### config.mk
export PLATFORM = sky130hd
export DESIGN_NAME = priority_promoting_queue_with_stack_flat
export DESIGN_NICKNAME = d
export VERILOG_FILES = /design/src/rtl/core/ppqs_pkg.sv /design/src/rtl/core/ppqs_if.sv /design/src/rtl/core/ppqs_cell.sv /design/src/rtl/core/ppqs_row.sv /design/src/rtl/core/priority_promoting_queue_with_stack.sv /design/src/flat_wrapper.sv
export SDC_FILE = /design/constraint.sdc
export NUM_CORES = 2
export LEC_CHECK = 0
export BUFFER_PORTS_ARGS = -buffer_cell sky130_fd_sc_hd__buf_2
export CAP_MARGIN = 20
export CORE_MARGIN = 2
export CORE_UTILIZATION = 59
export DETAILED_ROUTE_END_ITERATION = 10
export MAX_ROUTING_LAYER = met4
export PLACE_DENSITY_LB_ADDON = 0.05
export SYNTH_ARGS = -nofsm -noshare
export SYNTH_HDL_FRONTEND = slang
export SYNTH_HIERARCHICAL = 1
export SYNTH_SLANG_ARGS = --single-unit
### constraint.sdc
create_clock -name clk -period 5.9 [get_ports clk]
set_input_delay 0.295 -clock clk [delete_from_list [all_inputs] [get_ports clk]]
set_output_delay 0.295 -clock clk [all_outputs]
set_load 0.03 [all_outputs]
### src/rtl/core/ppqs_pkg.sv
// Package for the priority promoting queue with stack.
// Holds entry, command and result types, operation and status codes, and default sizes.
// No dependencies.
package ppqs_pkg;
	localparam int DefDepth = 16;
	localparam logic [7:0] DefPriorityAge = 8'd70;

	typedef struct packed {
		logic [31:0] tag;
		logic [7:0]  age;
		logic [15:0] ticket;
	} entry_t;

	typedef enum logic [2:0] {
		OP_ENQ = 3'd0, OP_DEQ = 3'd1, OP_PROMOTE = 3'd2, OP_Q2S = 3'd3, OP_S2Q = 3'd4
	} op_t;

	typedef enum logic [2:0] {
		ST_OK = 3'd0, ST_Q_EMPTY = 3'd1, ST_Q_FULL = 3'd2, ST_NO_PRIO = 3'd3,
		ST_S_EMPTY = 3'd4, ST_PARTIAL = 3'd5
	} status_t;

	typedef enum logic [1:0] {FSM_IDLE, FSM_PROMOTE, FSM_XFER, FSM_DONE} fsm_t;

	typedef struct packed {
		logic [2:0]  operation;
		logic [31:0] patient_tag;
		logic [7:0]  age;
	} cmd_t;

	typedef struct packed {
		status_t     status;
		logic [31:0] entry_tag;
		logic [7:0]  entry_age;
		logic [15:0] entry_ticket;
		logic [4:0]  queue_count;
		logic [4:0]  stack_count;
	} rsp_t;

	// Per-cell control, common to every cell of a row.
	typedef struct packed {
		logic shift_in;  // cells up to lim shift toward tail; cell 0 takes the row input
		logic shift_out; // cells from lim on shift toward head
		logic load;      // cell lim takes the row input
	} cell_ctl_t;
endpackage

### src/rtl/core/ppqs_if.sv
// Valid/ready channel interface for the queue block.
// Takes its payload type as a parameter; it does not import ppqs_pkg itself.
interface ppqs_if #(parameter type payload_t = logic);
	logic     valid;
	logic     ready;
	payload_t data;
	modport source (output valid, output data, input ready);
	modport sink (input valid, input data, output ready);
endinterface

### src/rtl/core/ppqs_cell.sv
// One storage cell of a shifting row of entries.
// Depends on ppqs_pkg.
module ppqs_cell (
	input  logic                clk,
	input  ppqs_pkg::cell_ctl_t ctl,
	input  logic                sel,
	input  ppqs_pkg::entry_t    ext,
	input  ppqs_pkg::entry_t    from_prev,
	input  ppqs_pkg::entry_t    from_next,
	output ppqs_pkg::entry_t    value
);
	import ppqs_pkg::*;
	entry_t value_q;
	always_ff @(posedge clk) begin
		if (sel && ctl.shift_in) begin
			value_q <= from_prev;
		end else if (sel && ctl.shift_out) begin
			value_q <= from_next;
		end else if (sel && ctl.load) begin
			value_q <= ext;
		end
	end
	assign value = value_q;
endmodule

### src/rtl/core/ppqs_row.sv
// A row of cells; cell 0 is the head. Shift-in moves cells [0..lim] toward the
// tail with head_in at cell 0; shift-out moves cells [lim..] toward the head; load writes cell lim.
// Depends on ppqs_pkg and ppqs_cell.
module ppqs_row #(parameter int Depth = ppqs_pkg::DefDepth) (
	input  logic                     clk,
	input  ppqs_pkg::cell_ctl_t      ctl,
	input  logic [$clog2(Depth)-1:0] lim,
	input  ppqs_pkg::entry_t         head_in,
	output ppqs_pkg::entry_t         cells [Depth]
);
	import ppqs_pkg::*;
	for (genvar i = 0; i < Depth; i++) begin : g_cell
		logic sel;
		entry_t prev_e, next_e;
		assign sel = ctl.shift_in ? (i <= int'(lim)) :
			ctl.shift_out ? (i >= int'(lim)) : (i == int'(lim));
		if (i == 0) begin : g_h
			assign prev_e = head_in;
		end else begin : g_b
			assign prev_e = cells[i-1];
		end
		if (i == Depth-1) begin : g_t
			assign next_e = cells[i];
		end else begin : g_m
			assign next_e = cells[i+1];
		end
		ppqs_cell u_cell (.clk(clk), .ctl(ctl), .sel(sel), .ext(head_in), .from_prev(prev_e),
			.from_next(next_e), .value(cells[i]));
	end
endmodule

### src/rtl/core/priority_promoting_queue_with_stack.sv
// Top level of the priority promoting queue with stack.
// Depends on ppqs_pkg, ppqs_if and ppqs_row.
//
// Channels: cmd (sink) takes operation, patient_tag and age; rsp (source)
// returns one result per command: status, entry fields and both fills.
// cfg (sink) writes priority_age; write it only while the block is idle.
// Both stores are rows of cells, the queue with its head in cell 0 and the
// stack with its top in cell 0.
// The result is valid the cycle after acceptance for enqueue, dequeue, the
// unused codes, promote on an empty queue and stack-to-queue on an empty
// stack.
// Promote scans one queued entry per cycle from the head and moves the first
// aged entry to the head in the cycle that finds it.
// Transfers move one entry per cycle until the source store is empty or the
// destination store is full, and then stop.
// The block takes one command at a time; cmd ready is low from acceptance
// until the result transaction is taken, so a stalled receiver stalls cmd and
// the result is held unchanged meanwhile.
// Reset empties both stores, sets the next ticket to 1 and priority_age to 70.
module priority_promoting_queue_with_stack #(
	parameter int Depth = ppqs_pkg::DefDepth
) (
	input logic clk,
	input logic arst_n,
	ppqs_if.sink   cmd,
	ppqs_if.sink   cfg,
	ppqs_if.source rsp
);
	import ppqs_pkg::*;
	localparam int Aw = $clog2(Depth);
	localparam int Cw = $clog2(Depth + 1);

	fsm_t state_q, state_d;
	logic [7:0] prio_q;
	logic [15:0] ticket_q;
	logic [Cw-1:0] qfill_q, sfill_q;
	logic [Aw-1:0] scan_q;
	logic [2:0] op_q;
	status_t status_q;
	entry_t shown_q;
	entry_t qcells [Depth];
	entry_t scells [Depth];
	cell_ctl_t qctl, sctl;
	logic [Aw-1:0] qlim, slim;
	entry_t qin, sin;
	entry_t scan_e;
	entry_t new_e;
	logic prio_hit, scan_last;
	cmd_t c;
	rsp_t rsp_d;

	assign c = cmd.data;
	assign cfg.ready = 1'b1;
	assign cmd.ready = (state_q == FSM_IDLE);
	assign rsp.valid = (state_q == FSM_DONE);

	ppqs_row #(.Depth(Depth)) u_q (.clk(clk), .ctl(qctl), .lim(qlim), .head_in(qin),
		.cells(qcells));
	ppqs_row #(.Depth(Depth)) u_s (.clk(clk), .ctl(sctl), .lim(slim), .head_in(sin),
		.cells(scells));

	logic qfull, qempty, sfull, sempty;
	assign qfull = (qfill_q == Cw'(Depth));
	assign qempty = (qfill_q == '0);
	assign sfull = (sfill_q == Cw'(Depth));
	assign sempty = (sfill_q == '0);

	assign scan_e = qcells[scan_q];
	assign prio_hit = (scan_e.age >= prio_q);
	assign scan_last = ((Cw'(scan_q) + Cw'(1)) == qfill_q);
	assign new_e = '{c.patient_tag, c.age, ticket_q};

	always_comb begin
		state_d = state_q;
		qctl = '0; sctl = '0;
		qlim = '0; slim = '0;
		qin = qcells[0]; sin = qcells[0];
		case (state_q)
			FSM_IDLE: begin
				if (cmd.valid) begin
					state_d = FSM_DONE;
					case (c.operation)
						OP_ENQ: begin
							if (!qfull) begin
								qctl.load = 1'b1;
								qlim = Aw'(qfill_q);
								qin = new_e;
							end
						end
						OP_DEQ: begin
							if (!qempty) qctl.shift_out = 1'b1;
						end
						OP_PROMOTE: begin
							if (!qempty) state_d = FSM_PROMOTE;
						end
						OP_Q2S: state_d = FSM_XFER;
						OP_S2Q: begin
							if (!sempty) state_d = FSM_XFER;
						end
						default: ;
					endcase
				end
			end
			FSM_PROMOTE: begin
				if (prio_hit) begin
					// Entries ahead of the hit move back one cell; the hit lands at the head.
					qctl.shift_in = 1'b1;
					qlim = scan_q;
					qin = scan_e;
					state_d = FSM_DONE;
				end else if (scan_last) begin
					state_d = FSM_DONE;
				end
			end
			FSM_XFER: begin
				if (op_q == OP_Q2S) begin
					if (!qempty && !sfull) begin
						sctl.shift_in = 1'b1;
						slim = Aw'(Depth - 1);
						sin = qcells[0];
						qctl.shift_out = 1'b1;
					end else begin
						state_d = FSM_DONE;
					end
				end else begin
					if (!sempty && !qfull) begin
						qctl.load = 1'b1;
						qlim = Aw'(qfill_q);
						qin = scells[0];
						sctl.shift_out = 1'b1;
					end else begin
						state_d = FSM_DONE;
					end
				end
			end
			FSM_DONE: begin
				if (rsp.ready) state_d = FSM_IDLE;
			end
			default: state_d = FSM_IDLE;
		endcase
	end

	always_ff @(posedge clk or negedge arst_n) begin
		if (!arst_n) begin
			state_q <= FSM_IDLE;
		end else begin
			state_q <= state_d;
		end
	end

	always_ff @(posedge clk or negedge arst_n) begin
		if (!arst_n) begin
			prio_q <= DefPriorityAge;
			ticket_q <= 16'd1;
			qfill_q <= '0;
			sfill_q <= '0;
			scan_q <= '0;
			op_q <= '0;
			status_q <= ST_OK;
			shown_q <= '0;
		end else begin
			if (cfg.valid && cfg.ready) prio_q <= cfg.data;
			case (state_q)
				FSM_IDLE: begin
					if (cmd.valid) begin
						op_q <= c.operation;
						status_q <= ST_OK;
						shown_q <= '0;
						scan_q <= '0;
						case (c.operation)
							OP_ENQ: begin
								if (qfull) begin
									status_q <= ST_Q_FULL;
								end else begin
									shown_q <= new_e;
									ticket_q <= ticket_q + 16'd1;
									qfill_q <= qfill_q + Cw'(1);
								end
							end
							OP_DEQ: begin
								if (qempty) begin
									status_q <= ST_Q_EMPTY;
								end else begin
									shown_q <= qcells[0];
									qfill_q <= qfill_q - Cw'(1);
								end
							end
							OP_PROMOTE: status_q <= ST_NO_PRIO;
							OP_S2Q: begin
								if (sempty) status_q <= ST_S_EMPTY;
							end
							default: ;
						endcase
					end
				end
				FSM_PROMOTE: begin
					if (prio_hit) begin
						shown_q <= scan_e;
						status_q <= ST_OK;
					end else begin
						scan_q <= scan_q + Aw'(1);
					end
				end
				FSM_XFER: begin
					if (op_q == OP_Q2S) begin
						if (!qempty && !sfull) begin
							sfill_q <= sfill_q + Cw'(1);
							qfill_q <= qfill_q - Cw'(1);
						end else begin
							status_q <= qempty ? ST_OK : ST_PARTIAL;
						end
					end else begin
						if (!sempty && !qfull) begin
							qfill_q <= qfill_q + Cw'(1);
							sfill_q <= sfill_q - Cw'(1);
						end else begin
							status_q <= sempty ? ST_OK : ST_PARTIAL;
						end
					end
				end
				default: ;
			endcase
		end
	end

	assign rsp_d = '{status: status_q, entry_tag: shown_q.tag, entry_age: shown_q.age,
		entry_ticket: shown_q.ticket, queue_count: 5'(qfill_q), stack_count: 5'(sfill_q)};
	assign rsp.data = rsp_d;

	property p_ready_idle;
		@(posedge clk) disable iff (!arst_n) cmd.ready |-> !rsp.valid;
	endproperty
	a_ready_idle: assert property (p_ready_idle) else $error("ready while result pending");
	a_fill_max: assert property (@(posedge clk) disable iff (!arst_n)
		qfill_q <= Cw'(Depth) && sfill_q <= Cw'(Depth)) else $error("fill overflow");
	a_rsp_hold: assert property (@(posedge clk) disable iff (!arst_n)
		rsp.valid && !rsp.ready |=> rsp.valid && $stable(rsp.data))
		else $error("result changed while stalled");
endmodule

### src/flat_wrapper.sv
// flat-port wrapper written by rule: the top's interface ports become plain ports
module priority_promoting_queue_with_stack_flat import ppqs_pkg::*;
#(
	parameter int Depth = ppqs_pkg::DefDepth
)
  (clk, arst_n, cmd_valid, cmd_data, cmd_ready, cfg_valid, cfg_data, cfg_ready, rsp_valid, rsp_data, rsp_ready);
  ppqs_if #(.payload_t(cmd_t)) cmd_i ();
  ppqs_if #(.payload_t(logic [7:0])) cfg_i ();
  ppqs_if #(.payload_t(rsp_t)) rsp_i ();
  input logic clk;
  input logic arst_n;
  input wire logic [$bits(cmd_i.valid)-1:0] cmd_valid;
  input wire logic [$bits(cmd_i.data)-1:0] cmd_data;
  output wire logic [$bits(cmd_i.ready)-1:0] cmd_ready;
  input wire logic [$bits(cfg_i.valid)-1:0] cfg_valid;
  input wire logic [$bits(cfg_i.data)-1:0] cfg_data;
  output wire logic [$bits(cfg_i.ready)-1:0] cfg_ready;
  output wire logic [$bits(rsp_i.valid)-1:0] rsp_valid;
  output wire logic [$bits(rsp_i.data)-1:0] rsp_data;
  input wire logic [$bits(rsp_i.ready)-1:0] rsp_ready;
  assign cmd_i.valid = cmd_valid;
  assign cmd_i.data = cmd_data;
  assign cmd_ready = cmd_i.ready;
  assign cfg_i.valid = cfg_valid;
  assign cfg_i.data = cfg_data;
  assign cfg_ready = cfg_i.ready;
  assign rsp_valid = rsp_i.valid;
  assign rsp_data = rsp_i.data;
  assign rsp_i.ready = rsp_ready;
  priority_promoting_queue_with_stack #(.Depth(Depth)) u_core (.clk(clk), .arst_n(arst_n), .cmd(cmd_i), .cfg(cfg_i), .rsp(rsp_i));
endmodule
## After elaboration in Yosys (flattened, before gate mapping)

Index checks and enable logic that the tools add are counted.

| storage, ports and cells | value |
|---|---|
| RAM bits | 0 |
| bits in registers | 1,894 |
| memories kept | 0 |
| bits of input ports | 56 |
| word-level logic and storage cells | 586 |
| memory bits (read-only) | 0 |
| bits in latches | 0 |
| output and inout bits | 72 |

| cells by class | value |
|---|---|
| multiply operators | 0 |
| shifts and indexed selects | 0 |
| divide/modulo/power cells | 0 |
| mux-type cells | 218 |
| reduce and logical (&&, ||, !) cells | 135 |
| equality and inequality tests | 55 |
| magnitude comparators | 62 |
| bitwise gates (word level) | 2 |
| $add $sub $neg | 7 |

Operators by type and width:

| kind | count |
|---|---|
| $mux 56 | 90 |
| $bmux 56 s4 | 1 |
| $pmux 56 s2 | 2 |
| $pmux 56 s3 | 1 |
| $logic_and 1x1->1 | 81 |
| $mux 1 | 76 |
| $eq 4x4->1 const A | 16 |
| $le 4x4->1 const A | 16 |
| $ge 4x4->1 const A | 14 |
| $reduce_bool 3->1 | 16 |
| $mux 5 | 9 |
| $mux 4 | 11 |
| $reduce_bool 2->1 | 19 |
| $eq 3x4->1 const A | 8 |
| $ge 3x4->1 const A | 8 |
| $le 3x4->1 const A | 8 |
| $mux 3 | 8 |
| $mux 2 | 11 |
| $pmux 5 s2 | 2 |
| $add 16x1->16 const B | 1 |
| $eq 2x4->1 const A | 4 |
| $ge 1x4->1 const A | 4 |
| $ge 2x4->1 const A | 4 |
| $le 2x4->1 const A | 4 |
| 39 further kinds | 65 |

## Longest topological paths before layout

| logic depth | value |
|---|---|
| word-level depth | 14 |
| mapped depth | 23 |
| mapped depth without buffers | 17 |

## Cells and area by module

The synthesis kept the hierarchy.

By module, submodules not included:

| module | seq. area each (sq um) | times used | cells each | area each (sq um) |
|---|---|---|---|---|
| ppqs_cell | 1,681.6 | 32 | 320 | 3,757.4 |
| priority_promoting_queue_with_stack | 2,557.5 | 1 | 1,634 | 14,659.1 |
| ppqs_row | 0.0 | 2 | 55 | 342.8 |

## Worst setup path after synthesis

Ideal clock, no wire load.

| timing path | value |
|---|---|
| path type | reg2reg |
| start | register u_core.scan_q[0] |
| end | register u_core.u_q.g_cell[5].u_cell.value_q (netlist bit u_core/u_q/g_cell[5].u_cell/value[0]), enable pin |
| library setup time | 423 ps |
| period minus slack after synthesis | 6,424 ps |
| required time | 5,477 ps |
| cell stages (with the launch flop) | 19 |
| arrival | 6,000 ps |
| setup slack | -524 ps |
| buffers on the path | 4 |
| path through | dfrtp_1 -> buf_2 -> buf_6 -> buf_4 -> mux4_2 -> a22oi_1 -> nand2_1 -> ha_1 -> nand4_1 -> nor2_1 -> a211oi_4 -> nor2b_2 -> a22oi_1 -> nor2_1 -> nor2_1 -> o2bb2ai_1 -> nor3_1 -> clkbuf_1 -> o31a_1 |

RTL lines:

| item | RTL line | RTL |
|---|---|---|
| from (decl) | priority_promoting_queue_with_stack.sv:37 | `logic [Aw-1:0] scan_q;` |
| from (signal assigned) | priority_promoting_queue_with_stack.sv:201 | `scan_q <= scan_q + Aw'(1);` |
| to (signal assigned) | ppqs_cell.sv:16 | `value_q <= from_prev;` |
| to (signal assigned) | ppqs_cell.sv:18 | `value_q <= from_next;` |
| to (signal assigned) | ppqs_cell.sv:20 | `value_q <= ext;` |
| to (decl) | ppqs_cell.sv:13 | `entry_t value_q;` |

==> results by group <==
Run status
  – Status: finished, final reports clean

Route
  – DRC violations left: 0
  – WL final: ~470 mm
  – Final ANT Viol Nets: 0
  – Vias/cell: approximately 7.5
  – DRT Pass-1 Iters: 6
  – Via Count: ~110k
  – Post-DR wirelength/cell: around 32 um
  – Number of DRC markers in iteration 0: ~14k

Timing
  – Setup TNS: 0 ps
  – Worst-Margin Slew: 1260 ps
  – Maximum clock rate: between 0.15 and 0.2 GHz
  – Unrepaired setup endpoints after global routing: false
  – Finish-stage setup viols: 0
  – Count of pins over their slew limit: 0
  – Tmin final: 5680 ps
  – Final Hold Viols: 0
  – Skew final: about 38 ps
  – Final worst path period share: 96.3%
  – PnR worst setup slack: ~220 ps
  – Worst slew margin: between 15 and 20%

Yosys
  – Number of synthesized flops with an enable pin: 1792
  – Most area-hungry cell type in the Yosys netlist: edfxtp_1
  – FF+latch count, synth: 1894
  – Seq/Total Area, Yosys: about two fifths
  – Synth top area share: about two fifths
  – Fraction of registers with async set/reset: under 10%
  – Synth warnings: 6
  – Unique masters post-synth: 73
  – Most used flip-flop cell after synthesis: edfxtp_1
  – Syn_area_per_cell: roughly 11 um^2
  – Top cells by area, synth: edfxtp_1 (40%), nor3_2 (27%), o22ai_1 (8.5%), nor3_1 (6.5%), buf_6 (4.1%)
  – Post-Syn Area: around 140000 um^2
  – Synth Instances: roughly 12k

Die
  – Row count: 175
  – Die width: approximately 480 um
  – Die height: 483 um
  – Floorplan Core Area: ~230000 um^2
  – Top-level port count: roughly 130
  – Die ar.: about 230000 um^2
  – Initial core utilization: 59.5%

Critical path
  – Cell mode on critical path: buf_4
  – CP endpoint kind: register
  – R2r setup slk: approximately 220 ps
  – Max stage delay on crit path: 600 ps
  – WP data arrival: approximately 6300 ps
  – Reg-to-reg startpoint: u_core/scan_q[0]
  – Setup crit start kind: register
  – CP max-delay cell: dfrtp_4
  – CP Data Required Time: between 6000 and 7000 ps
  – Crit path max fanout: ~110
  – Setup Crit Path Kind: register to register
  – Crit path cell chain: buf_4 > mux4_2 > a22oi_1 > nand2_1 > ha_1 > nand4_1 > nor2_1 > a211oi_4 > nor2b_4 > buf_4 > buf_12 > buf_6 > nand2_2 > buf_4 > o22ai_1 > nor3_2
  – Reg2reg end: u_core/u_q/g_cell[11].u_cell/value[37]
  – R2R cell count: 16

Final layout
  – Fill count: roughly 18k
  – Final instance area: between 100000 and 150000 um^2
  – Most common cell after layout, fill and taps aside: nor3_2
  – Fin nets: approximately 12k
  – Most frequent cells in the layout: nor3_2 (3623), o22ai_1 (1851), edfxtp_1 (1792)
  – Layout area overhead: 5.55%
  – Area of the multi-input gates: ~69000 um^2
  – Register area: approximately 56000 um^2
  – Share of cells above drive strength 1: 41.6%

Placement
  – Port-buffer cells: between 100 and 150
  – Placed instance area: 136000 um^2
  – Dpl hpwl: ~300 mm
  – Place WS: between 30 and 40 ps
  – Global placer's final weighted congestion: about 0.93

Clock network
  – Clk_lat worst skew: about 910 ps
  – CTS Buf Count: roughly 220
  – Clock root buffer: clkbuf_16
  – Clk sinks: 1894
  – Clock transition at path regs: 60 ps
  – H-Tree Level Count: 4
  – Clk buf depth: 3
  – CTS tree: built

Job
  – MaxCap Viol Count: 0

Global routing
  – Total track usage: 39.4%
  – Initial antenna violation count: 30
  – Number of global-route vias before repair: roughly 110k
  – GRT overflow: 0
  – Largest net degree at the start of global routing: 210
  – Global-route wire length before repair: between 700 and 800 mm

Power
  – Pwr Density: approximately 730 nW/um^2
  – Pleak: roughly 46 nW
  – Maximum vdd drop: between 700 and 800 uV

Hold path
  – Hold Crit Class: input port to asynchronous set/reset pin
worst max-delay path by stage:
stage | start | endpoint | slack [ps] | cells after the start
floorplan | u_core/scan_q[0] | u_core/u_q/g_cell[5].u_cell/value[0] | 120 | 18
global placement | u_core/scan_q[0] | u_core/u_q/g_cell[14].u_cell/value[35] | 100 | 15
detailed placement | u_core/scan_q[0] | u_core/u_q/g_cell[7].u_cell/value[38] | 40 | 15
CTS | u_core/scan_q[0] | u_core/u_q/g_cell[14].u_cell/value[37] | 3 | 15
global route | u_core/scan_q[0] | u_core/u_q/g_cell[13].u_cell/value[37] | 3 | 16
finish | u_core/scan_q[0] | u_core/u_q/g_cell[11].u_cell/value[37] | 220 | 16
sequential cells by signal (all words and copies together) (netlist names):
name	count
u_core/op_q	3
u_core/scan_q	4
u_core/u_s/g_cell.u_cell/value	896
u_core/sfill_q	5
u_core/ticket_q	16
u_core/u_q/g_cell.u_cell/value	896
u_core/state_q	2
u_core/status_q	3
u_core/rsp.data	56
u_core/prio_q	8
u_core/qfill_q	5
worst max-delay path: cells and delay by family (launching register included):
family,cells,cell delay (ps)
buf+inv,5,1960
simple gates,6,1120
flops,1,600
compound gates,3,600
mux,1,580
fa+ha+maj,1,310
layout make-up:
| class | instances | share of cell area, % |
|---|---|---|
| tap | 3009 | 2.63 |
| clock inverter | 118 | 0.674 |
| inverter | 20 | 0.0525 |
| multi-input combinational | 8710 | 48.5 |
| sequential | 1894 | 39.4 |
| timing repair buffer | 676 | 4.62 |
| antenna | 24 | 0.0420 |
| clock buffer | 289 | 4.11 |
logic make-up after synthesis:
family / Yosys count / synth area share, %
AO/OA/AOI/OAI: 2501 / 12.0
flip-flops: 1894 / 41.6
other: 2 / 0.00554
buffers and inverters: 1395 / 7.88
AND/OR/NAND/NOR: 5759 / 34.6
adder cells (fa/ha/maj): 21 / 0.199
XOR/XNOR: 31 / 0.200
multiplexers: 381 / 3.58
synthesized netlist by cell type, types with 14 or more instances:
| master | count |
|---|---|
| nor3_2 | 3621 |
| o22ai_1 | 1851 |
| edfxtp_1 | 1792 |
| nor3_1 | 1766 |
| buf_6 | 491 |
| buf_4 | 351 |
| buf_2 | 350 |
| mux2i_1 | 237 |
| a22oi_1 | 215 |
| clkbuf_1 | 169 |
| nand2_1 | 167 |
| a21oi_1 | 104 |
| dfrtp_1 | 98 |
| mux4_2 | 76 |
| mux2_2 | 68 |
| nor2_1 | 63 |
| a21o_1 | 57 |
| a31oi_1 | 42 |
| o211ai_1 | 37 |
| o21a_1 | 37 |
| nand2_2 | 34 |
| o31a_1 | 34 |
| nor2b_1 | 33 |
| a211oi_1 | 25 |
| a2111oi_0 | 24 |
| and3_1 | 24 |
| ha_1 | 20 |
| inv_1 | 20 |
| a221o_1 | 19 |
| xnor2_1 | 18 |
| o21ai_0 | 17 |
| buf_1 | 14 |
power by group:
part           leakage, nW  switching [mW]  internal (mW)
Sequential            17.9            3.03           23.5
Clock                 3.36            6.01           7.51
Combinational         24.5            41.5           23.2
Total                 45.7            50.6           54.2
metrics by stage:
step                total power, mW  hold slack (ps)  cells  utilization [%]
CTS                             103             8.08  14707             62.6
global route                    110             88.1  14736             62.8
detailed placement             89.8              463  14261             59.5
global placement               88.0              448  14259             59.5
floorplan                      74.7           -0.591  11999                -
finish                          105             73.5  14740             62.8
what timing repair did:
action                                  4_1_cts  5_1_grt
setup buffers                                 0        0
resized for setup                             0       11
endpoints found under the setup margin        0      148
hold buffers                                 39        0
endpoints found under the hold margin        82        0
per-layer routing:
metal / vias to the layer above / share of wire [%] / GRT usage [%]
li1: 46899 / - / -
met1: 56445 / 40 / 52.6
met2: 6241 / 46 / 58.1
met3: 1165 / 9.5 / 7.32
met4: 0 / 5.1 / 18.6
met5: - / 0 / -
Note: power is estimated with default switching activity, not from simulation.
